## src/acs_pkg.sv

```systemverilog
// Package of shared types, codes and helpers for the accumulator machine.
package acs_pkg;

   localparam int MEM_DEPTH = 128;
   localparam int MEM_AW    = $clog2(MEM_DEPTH);
   localparam int VALUE_W   = 32;
   localparam int ADDR_W    = 7;
   localparam int CODE_W    = 3;
   localparam int MODE_W    = 2;

   typedef enum logic [MODE_W-1:0] {
      MODE_LOAD = 2'd0,
      MODE_EXEC = 2'd1,
      MODE_READ = 2'd2
   } mode_type;

   typedef enum logic [CODE_W-1:0] {
      OP_DAT = 3'd0,
      OP_LDA = 3'd1,
      OP_SUB = 3'd2,
      OP_STA = 3'd3,
      OP_BRZ = 3'd4,
      OP_BRA = 3'd5,
      OP_HLT = 3'd6
   } op_type;

   typedef enum logic [2:0] {
      ST_IDLE,
      ST_FETCH,
      ST_EXEC,
      ST_READ,
      ST_DONE
   } state_type;

   typedef struct packed {
      op_type                     code;
      logic signed [VALUE_W-1:0]  value;
   } word_type;

   typedef struct packed {
      logic [MODE_W-1:0]          mode;
      logic [ADDR_W-1:0]          word_address;
      logic [CODE_W-1:0]          load_code;
      logic signed [VALUE_W-1:0]  load_value;
   } req_type;

   typedef struct packed {
      logic                       running;
      logic [ADDR_W-1:0]          program_counter;
      logic signed [VALUE_W-1:0]  accumulator;
      logic [CODE_W-1:0]          read_code;
      logic signed [VALUE_W-1:0]  read_value;
   } rsp_type;

   typedef struct packed {
      logic                       run;
      logic [MEM_AW-1:0]          pc;
      logic signed [VALUE_W-1:0]  acc;
      logic                       st_en;
      logic [MEM_AW-1:0]          st_addr;
   } exec_type;

   // A value names a memory word when it is non-negative and below the depth.
   function automatic logic oper_addr_ok(input logic signed [VALUE_W-1:0] v);
      return $unsigned(v) < VALUE_W'(MEM_DEPTH);
   endfunction

endpackage

```

## src/acs_exec.sv

```systemverilog
// Instruction execute logic: new accumulator, PC, run flag and store request.
module acs_exec import acs_pkg::*; (
   input  word_type                   inst,
   input  logic signed [VALUE_W-1:0]  opd,
   input  logic signed [VALUE_W-1:0]  acc,
   input  logic [MEM_AW-1:0]          pc,
   output exec_type                   ex
);

   logic              ok;
   logic [MEM_AW-1:0] addr;
   logic              stop;

   always_comb begin
      ok         = oper_addr_ok(inst.value);
      addr       = MEM_AW'(inst.value);
      stop       = 1'b0;
      ex.run     = 1'b1;
      ex.pc      = pc;
      ex.acc     = acc;
      ex.st_en   = 1'b0;
      ex.st_addr = addr;
      case (inst.code)
         OP_LDA: ex.acc = opd;
         OP_SUB: ex.acc = acc - opd;
         OP_STA: ex.st_en = ok;
         OP_BRZ, OP_BRA: begin
            if (inst.code == OP_BRA || acc == '0) begin
               if (ok) begin
                  ex.pc = addr;
               end else begin
                  // bad target: halt and keep the PC on the branch
                  ex.run = 1'b0;
                  stop   = 1'b1;
               end
            end
         end
         default: ex.run = 1'b0;
      endcase
      // advance the PC when the instruction left it in place; on the last word, halt instead
      if (!stop && ex.pc == pc) begin
         if (pc == MEM_AW'(MEM_DEPTH - 1)) begin
            ex.run = 1'b0;
         end else begin
            ex.pc = pc + MEM_AW'(1);
         end
      end
   end

endmodule

```

## config.mk

```make
export PLATFORM = sky130hd
export DESIGN_NAME = acs_exec
export DESIGN_NICKNAME = d
export VERILOG_FILES = /design/src/acs_pkg.sv /design/src/acs_exec.sv
export SDC_FILE = /design/constraint.sdc
export NUM_CORES = 1
export LEC_CHECK = 0
export BUFFER_PORTS_ARGS = -buffer_cell sky130_fd_sc_hd__buf_2
export CAP_MARGIN = 10
export CORE_MARGIN = 2
export CORE_UTILIZATION = 35
export DETAILED_ROUTE_END_ITERATION = 10
export SLEW_MARGIN = 20
export SYNTH_ARGS = -nofsm -noshare
export SYNTH_HDL_FRONTEND = slang
export SYNTH_SLANG_ARGS = --single-unit
export TNS_END_PERCENT = 20
```

## constraint.sdc

```tcl
create_clock -name vclk -period 5.5
set_input_delay 0.825 -clock vclk [all_inputs]
set_output_delay 0.825 -clock vclk [all_outputs]
set_load 0.005 [all_outputs]
```

==> reports/results.txt, run 1 <==
outcome = finished, final reports clean
CP startpoint kind = input port
Power Dens Cells = 101.9 nW/um^2
area occupied by multi-input gates = 2629 sq um
Routed Antenna Nets = 0
Leak = 1.887 nW
Post-Route WL = 10890 um
RePlAce Congestion = 0.9045
All-Layer GR Usage = 22.17%
count of final setup violators = 0
first drt pass iteration count = 4
delay-heaviest family, CP = compound AO/OA/AOI/OAI gates
max incr delay on CP = 390 ps
Seq/Total Area, Yosys = 0%
synth warn = 0
CP Data Arrival Time = 3660 ps
hold crit path type = in -> out
fillers = 863
gr ovfl total = 0
initial antenna violation count = 0
CP max-delay cell = fa_1
Gates resized, CTS repair = 0
fmax = 0.2228 GHz
initial core utilization = 35.92%
CTS hold repair buffers = 0
Worst Tran Pin Value = 971.1 ps
crit path cell chain = buf_2, inv_1, ha_1, inv_1, fa_1, a21oi_1, o21ai_0, a21oi_1, nor3_2, o21ai_1, a31oi_1, a31oi_1, xor2_1, a221oi_1, buf_2
Max Cap Viol = 0
Setup crit end kind = primary output
layout cells sized above 1 = 30.14%
Required @ worst endpoint = 4680 ps
initial drt markers = 151
placed cell areas = 3737 sq um
Synth Instances = 451
seq_cells = 0
PortBufs = 154
layout clock buffer count = 0
final worst-path cycle share = 81.61%
worst path buffer plus inverter count = 4
Via density = 5.726
CP max FO = 4
Final Hold Viols = 0
die height = 95.37 um
TNS Setup = 0 ps
Distinct cells, synth = 59
Register Area = 0 sq um
Slew Limit Headroom = 35.26%
layout overhead on the synthesized area = 27.92%
vias in the first global route = 3420
die width = 95.37 um
DRC = 0
max-slew violation count = 0
Crit Path Class = in -> out
row count = 33
dpl hpwl = 8744 um
VDD IR max = 0.04410 mV
via count = 3945
core area = 8134 sq um
drt wl/cell = 15.81 um
post-synthesis cell area = 2922 sq um
syn_nets = 590
largest net degree at the start of global routing = 39
final instance area = 3737 sq um
Top Ports = 154
unrepaired setup endpoints after global routing = false
fin crit period = 4489 ps
Post-layout nets = 725
die area = 9094 sq um
antenna fix cells = 0
average size of a mapped cell = 6.478 sq um
first-pass GRT wire length = 16440 um
postcts setup bufs = 0
[worst paths after layout]
check,startpoint,endpoint,slack (ps),cells past startpoint
worst min-delay path,inst[3],ex[3],1860,2
worst max-delay path,acc[0],ex[38],1010,15
[synth_stat cells (7+ instances only)]
master,number,area (sq um)
inv_1,47,176.4
nor2_1,37,138.9
a21oi_1,35,175.2
ha_1,32,400.4
nand2_1,30,112.6
o22ai_1,30,187.7
o21ai_0,25,125.1
a221oi_1,19,166.4
xor2_1,19,166.4
clkbuf_1,17,63.81
nor4_1,15,93.84
xnor2_1,15,131.4
nand3_1,14,70.07
a21o_1,12,90.09
nand2b_1,8,50.05
a31oi_1,7,43.79
buf_4,7,52.55
[logic make-up after synthesis]
group           count (synthesis)  synth area share (%)
xor+xnor                       34                 10.19
mux                             7                 2.484
buf+inv                        72                 10.15
simple gates                  134                 22.57
fa+ha+maj                      33                 14.39
compound gates                171                 40.21
[layout by cell type (no fill, tap or decap), types with 4 or more instances in the layout]
| cell | instances |
|---|---|
| a21o_1 | 12 |
| a21oi_1 | 34 |
| a221oi_1 | 19 |
| a22oi_1 | 4 |
| a31oi_1 | 7 |
| and3_1 | 4 |
| buf_2 | 154 |
| buf_4 | 4 |
| ha_1 | 32 |
| inv_1 | 47 |
| mux2i_1 | 5 |
| nand2_1 | 30 |
| nand2b_1 | 8 |
| nand3_1 | 14 |
| nand4_1 | 5 |
| nor2_1 | 37 |
| nor2b_1 | 4 |
| nor3_1 | 5 |
| nor4_1 | 15 |
| o21ai_0 | 25 |
| o22ai_1 | 30 |
| xnor2_1 | 15 |
| xor2_1 | 19 |
[layout make-up]
cell class | instances | share of cell area (%)
Timing Repair Buffer | 158 | 21.43
Multi-Input combinational cell | 379 | 70.34
Inverter | 47 | 4.720
Tap cell | 105 | 3.515
[power by group]
group | internal, W | leakage, nW | switching, W
registers | 0 | 0 | 0
clock network | 0 | 0 | 0
logic | 0.000170 | 1.89 | 0.000211
[per-stage QoR]
stage / util [%] / instances / hold WS (ps) / power (W) / setup slack (ps)
2_1_floorplan: - / 451 / 1706 / 0.0002412 / 1659
3_3_place_gp: 45.95 / 689 / 1858 / 0.0003741 / 1101
3_5_place_dp: 45.95 / 689 / 1859 / 0.0003761 / 1027
4_1_cts: 45.95 / 689 / 1858 / 0.0003787 / 1023
5_1_grt: 45.95 / 689 / 1871 / 0.0004213 / 649.4
6_report: 45.95 / 689 / 1857 / 0.0003809 / 1011
[layer usage]
metal  share of wire (%)  track usage [%]
met3                 5.4           0.2372
met4                 1.2            2.899
met2                  46            37.68
met1                  47            32.13
met5                   0                0
(Power assumes the default switching activity.)
==> run 2: changes to the inputs <==
--- a/config.mk
+++ b/config.mk
@@ -5,6 +5,7 @@
 export SDC_FILE = /design/constraint.sdc
 export NUM_CORES = 1
 export LEC_CHECK = 0
+export ABC_AREA = 1
 export BUFFER_PORTS_ARGS = -buffer_cell sky130_fd_sc_hd__buf_2
 export CAP_MARGIN = 10
 export CORE_MARGIN = 2
==> constraint.sdc (replaced) <==
create_clock -name vclk -period 3.8
set_input_delay 0.57 -clock vclk [all_inputs]
set_output_delay 0.57 -clock vclk [all_outputs]
set_load 0.005 [all_outputs]
==> reports/results.txt, run 2 <==
outcome = finished, final reports clean (unchanged)
combinational power share = 100.0% (about the same)
seq_cells = 0 (unchanged)
max-slew violation count = 0 (unchanged)
switching portion of total power = 60.79% (was 55.38%)
dpl hpwl = 11000 um (was 8744 um)
worst path buffer plus inverter count = 5 (was 4)
DRC = 0 (unchanged)
Top Ports = 154 (unchanged)
layout cells sized above 1 = 22.13% (was 30.14%)
fmax = 0.2882 GHz
die height = 103.7 um (was 95.37 um)
Distinct cells, synth = 42 (was 59)
average size of a mapped cell = 5.153 sq um (was 6.478 sq um)
PortBufs = 154 (unchanged)
crit path cell chain = buf_2, inv_1, ha_1, inv_1, fa_1, nand2_1, nand2_1, o21ai_0, inv_1, a21oi_1, o21ai_1, nand2_1, o21ai_0, or2_2, nand3_1, nand2_1, buf_2 (was buf_2, inv_1, ha_1, inv_1, fa_1, a21oi_1, o21ai_0, a21oi_1, nor3_2, o21ai_1, a31oi_1, a31oi_1, xor2_1, a221oi_1, buf_2)
initial core utilization = 35.75% (was 35.92%)
commonest non-fill, non-tap cell in the layout = nand2_1 (was buf_2)
Max Cap Viol = 0 (unchanged)
initial antenna violation count = 0 (unchanged)
layout clock buffer count = 0 (unchanged)
Power Dens Cells = 124.7 nW/um^2 (was 101.9 nW/um^2)
Setup crit end kind = primary output (unchanged)
vias in the first global route = 4434 (was 3420)
Final Hold Viols = 0 (unchanged)
RePlAce Congestion = 0.9157 (was 0.9045)
CP max FO = 4 (unchanged)
fin crit period = 3470 ps
layout overhead on the synthesized area = 25.18% (was 27.92%)
All-Layer GR Usage = 22.57% (was 22.17%)
postcts setup bufs = 0 (unchanged)
max incr delay on CP = 370 ps (was 390 ps)
hold crit path type = in -> out (unchanged)
largest cells by area after synthesis = nand2_1 (19%), ha_1 (12%), inv_1 (11%) (was ha_1 (14%), o22ai_1 (6.4%), inv_1 (6.0%))
most frequent cells in the layout = nand2_1 (180), buf_2 (154), inv_1 (105) (was buf_2 (154), inv_1 (47), nor2_1 (37))
post-synthesis cell area = 3478 sq um (was 2922 sq um)
Via density = 5.167 (was 5.726)
Int Power = 0.0002130 W (was 0.0001700 W)
die area = 10750 sq um (was 9094 sq um)
fillers = 1148 (was 863)
unrepaired setup endpoints after global routing = false (unchanged)
largest area contributor in the netlist = nand2_1 (was ha_1)
Net Sw Power = 0.0003301 W (was 0.0002109 W)
initial drt markers = 319 (was 151)
area fraction of the dominant cell type after synthesis = 19.42% (was 13.70%)
first drt pass iteration count = 5 (was 4)
Synth top cells by count = nand2_1 (180), inv_1 (105), nor2_1 (88) (was inv_1 (47), nor2_1 (37), a21oi_1 (35))
Post-layout nets = 959 (was 725)
via count = 4914 (was 3945)
Slew Limit Headroom = 57.35% (was 35.26%)
row count = 36 (was 33)
core area = 9729 sq um (was 8134 sq um)
most used cell, CP = nand2_1
Required @ worst endpoint = 3230 ps (was 4680 ps)
count of final setup violators = 0 (unchanged)
drt wl/cell = 13.54 um (was 15.81 um)
final worst-path cycle share = 91.31%
Clk pwr share = 0% (about the same)
Gates resized, CTS repair = 0 (unchanged)
delay-heaviest family, CP = compound AO/OA/AOI/OAI gates (unchanged)
CTS hold repair buffers = 0 (unchanged)
largest net degree at the start of global routing = 29 (was 39)
Routed Antenna Nets = 0 (unchanged)
synth warn = 0 (unchanged)
Flop pwr share = 0% (about the same)
Worst Tran Pin Value = 637.7 ps (was 971.1 ps)
gr ovfl total = 0 (unchanged)
antenna fix cells = 0 (unchanged)
Register Area = 0 sq um (unchanged)
CP max-delay cell = fa_1 (unchanged)
Post-Route WL = 12880 um (was 10890 um)
die width = 103.7 um (was 95.37 um)
TNS Setup = 0 ps (unchanged)
CP startpoint kind = input port (unchanged)
first-pass GRT wire length = 20780 um (was 16440 um)
Synth Instances = 675 (was 451)
syn_nets = 814 (was 590)
Leak = 2.555 nW (was 1.887 nW)
VDD IR max = 0.05795 mV (was 0.04410 mV)
worst setup margin = 330.4 ps (was 1011 ps)
pre-CTS WS = 351.1 ps (was 1027 ps)
Crit Path Class = in -> out (unchanged)
CP Data Arrival Time = 2900 ps (was 3660 ps)
Seq/Total Area, Yosys = 0% (unchanged)
top-count cell post-synth = nand2_1 (was inv_1)
[run 2: cell types whose count changed after synthesis, moves of 16 or more]
cell | previous run | this run
nand2_1 | 30 | 180
inv_1 | 47 | 105
nor2_1 | 37 | 88
nand3_1 | 14 | 45
o22ai_1 | 30 | 0
a221oi_1 | 19 | 0
a22oi_1 | 4 | 22
a21oi_1 | 35 | 52
o21ai_0 | 25 | 41
[run 2: layer usage]
metal  vias to the layer above  global-route usage (%)  part of all wire (%)
li1                       2527                       -                     -
met1                      2203                   33.40                    49
met2                       178                   37.56                    44
met3                         6                  0.7552                   6.7
met4                         0                   2.413                  0.72
met5                         -                       0                     0
[run 2: per-stage QoR]
step / util (%) / power (W) / instances / area [sq um] / hold WS [ps]
2_1_floorplan: - / 0.0003323 / 675 / 3478 / 1176
3_3_place_gp: 44.75 / 0.0005306 / 951 / 4354 / 1338
3_5_place_dp: 44.75 / 0.0005358 / 951 / 4354 / 1340
4_1_cts: 44.75 / 0.0005384 / 951 / 4354 / 1340
5_1_grt: 44.75 / 0.0006079 / 951 / 4354 / 1359
6_report: 44.75 / 0.0005431 / 951 / 4354 / 1339
[run 2: cells by family (layout without fill, tap and decap cells)]
| group | Yosys count | count (layout) | share of synthesized area [%] |
|---|---|---|---|
| adder cells (fa/ha/maj) | 33 | 33 | 12.09 |
| buffers and inverters | 125 | 268 | 14.82 |
| AO/OA/AOI/OAI | 143 | 143 | 24.06 |
| XOR/XNOR | 8 | 8 | 2.014 |
| AND/OR/NAND/NOR | 366 | 366 | 47.02 |
[run 2: worst paths after layout]
path              startpoint  slack, ps      to  cells past startpoint
hold / removal       inst[0]       1340   ex[0]                      2
setup / recovery      acc[0]        330  ex[28]                     17
[run 2: area by class of cell]
type	count	area (sq um)	area share [%]
inverters	110	417.9	9.598
repair buffers	158	800.8	18.39
multi-input cells	550	2969	68.19
well taps	133	166.4	3.822
[run 2: power by group through the flow]
stage | clock, W | sequential (W) | combinational [W]
3_5_place_dp | 0 | 0 | 0.000536
3_3_place_gp | 0 | 0 | 0.000531
6_report | 0 | 0 | 0.000543
2_1_floorplan | 0 | 0 | 0.000332
5_1_grt | 0 | 0 | 0.000608
4_1_cts | 0 | 0 | 0.000538
==> run 3: changes to the inputs <==
--- a/config.mk
+++ b/config.mk
@@ -11,6 +11,7 @@
 export CORE_MARGIN = 2
 export CORE_UTILIZATION = 35
 export DETAILED_ROUTE_END_ITERATION = 10
+export GPL_ROUTABILITY_DRIVEN = 1
 export SLEW_MARGIN = 20
 export SYNTH_ARGS = -nofsm -noshare
 export SYNTH_HDL_FRONTEND = slang
==> constraint.sdc (replaced) <==
create_clock -name vclk -period 3.9
set_input_delay 0.585 -clock vclk [all_inputs]
set_output_delay 0.585 -clock vclk [all_outputs]
set_load 0.005 [all_outputs]
==> reports/results.txt, run 3 (synthesis gave the netlist of run 2 again) <==
Gates resized, CTS repair = 0 (unchanged)
first-pass GRT wire length = 20890 um (was 20780 um)
initial antenna violation count = 0 (unchanged)
max-slew violation count = 0 (unchanged)
final worst-path cycle share = 89.59%
outcome = finished, final reports clean (unchanged)
crit path cell chain = buf_2, inv_1, ha_1, inv_1, fa_1, nand2_1, nand2_1, o21ai_0, inv_1, a21oi_1, o21ai_1, nand2_1, o21ai_0, or2_2, nand3_1, nand2_1, buf_2 (unchanged)
core area = 9729 sq um (unchanged)
Int Power = 0.0002073 W (was 0.0002130 W)
combinational power share = 100.0% (about the same)
layout overhead on the synthesized area = 24.96% (was 25.18%)
worst path buffer plus inverter count = 5 (unchanged)
row count = 36 (unchanged)
Setup crit end kind = primary output (unchanged)
commonest non-fill, non-tap cell in the layout = nand2_1 (unchanged)
gr ovfl total = 0 (unchanged)
Post-Route WL = 12840 um (was 12880 um)
Flop pwr share = 0% (about the same)
RePlAce Congestion = 0.9193 (was 0.9157)
fillers = 1139 (was 1148)
Crit Path Class = in -> out (unchanged)
area occupied by multi-input gates = 2969 sq um (unchanged)
CP Data Arrival Time = 2910 ps (was 2900 ps)
Worst Tran Pin Value = 689.3 ps (was 637.7 ps)
fmax = 0.2862 GHz
switching portion of total power = 60.84% (was 60.79%)
via count = 4880 (was 4914)
hold crit path type = in -> out (unchanged)
Max Cap Viol = 0 (unchanged)
Required @ worst endpoint = 3310 ps (was 3230 ps)
count of final setup violators = 0 (unchanged)
TNS Setup = 0 ps (unchanged)
die height = 103.7 um (unchanged)
Top Ports = 154 (unchanged)
Post-layout nets = 958 (was 959)
DRC = 0 (unchanged)
delay-heaviest family, CP = simple AND/OR/NAND/NOR gates (was compound AO/OA/AOI/OAI gates)
initial drt markers = 345 (was 319)
unrepaired setup endpoints after global routing = false (unchanged)
postcts setup bufs = 0 (unchanged)
most frequent cells in the layout = nand2_1 (180), buf_2 (154), inv_1 (105) (unchanged)
Final Hold Viols = 0 (unchanged)
CP max FO = 4 (unchanged)
Via density = 5.137 (was 5.167)
fin crit period = 3494 ps
Net Sw Power = 0.0003221 W (was 0.0003301 W)
initial core utilization = 35.75% (unchanged)
dpl hpwl = 10940 um (was 11000 um)
Min Hold Slack = 1372 ps (was 1339 ps)
largest net degree at the start of global routing = 29 (unchanged)
drt wl/cell = 13.52 um (was 13.54 um)
layout clock buffer count = 0 (unchanged)
die width = 103.7 um (unchanged)
Routed Antenna Nets = 0 (unchanged)
Slew Limit Headroom = 53.76% (was 57.35%)
layout cells sized above 1 = 22.03% (was 22.13%)
first drt pass iteration count = 5 (unchanged)
seq_cells = 0 (unchanged)
PortBufs = 154 (unchanged)
CTS hold repair buffers = 0 (unchanged)
vias in the first global route = 4429 (was 4434)
max incr delay on CP = 380 ps (was 370 ps)
most used cell, CP = nand2_1 (unchanged)
CP max-delay cell = fa_1 (unchanged)
All-Layer GR Usage = 22.68% (was 22.57%)
Clk pwr share = 0% (about the same)
die area = 10750 sq um (unchanged)
Leak = 2.551 nW (was 2.555 nW)
VDD IR max = 0.05741 mV (was 0.05795 mV)
Register Area = 0 sq um (unchanged)
CP startpoint kind = input port (unchanged)
antenna fix cells = 0 (unchanged)
Power Dens Cells = 121.8 nW/um^2 (was 124.7 nW/um^2)
==> run 3: layer usage <==
layer | wire length, um | global-route usage (%) | vias up
li1 | - | - | 2529
met1 | 6262 | 33.19 | 2163
met2 | 5615 | 37.94 | 179
met3 | 847 | 1.133 | 9
met4 | 114 | 2.413 | 0
met5 | 0 | 0 | -
==> run 3: final timing paths <==
path	to	depth (start not counted)	start
worst max-delay path	ex[28]	17	acc[0]
worst min-delay path	ex[0]	2	inst[0]
==> run 3: power by group through the flow <==
stage,combinational (W),clock (W),sequential [W]
3_5_place_dp,0.000522,0,0
6_report,0.000529,0,0
5_1_grt,0.000594,0,0
2_1_floorplan,0.000324,0,0
3_3_place_gp,0.000516,0,0
4_1_cts,0.000525,0,0
==> run 3: per-stage QoR <==
| stage | instance area (sq um) | util, % | cells | worst slack, ps | total power, W |
|---|---|---|---|---|---|
| floorplan | 3478 | - | 675 | 971.5 | 0.0003238 |
| global placement | 4347 | 44.68 | 950 | 535.6 | 0.0005161 |
| detailed placement | 4347 | 44.68 | 950 | 482.1 | 0.0005218 |
| CTS | 4347 | 44.68 | 950 | 478.0 | 0.0005245 |
| global route | 4347 | 44.68 | 950 | 155.2 | 0.0005941 |
| finish | 4347 | 44.68 | 950 | 406.0 | 0.0005294 |
==> run 3: area by class of cell <==
cell class                      instances  share of cell area, %
Inverter                              110                  9.614
Tap cell                              133                  3.828
Multi-Input combinational cell        550                  68.31
Timing Repair Buffer                  157                  18.25
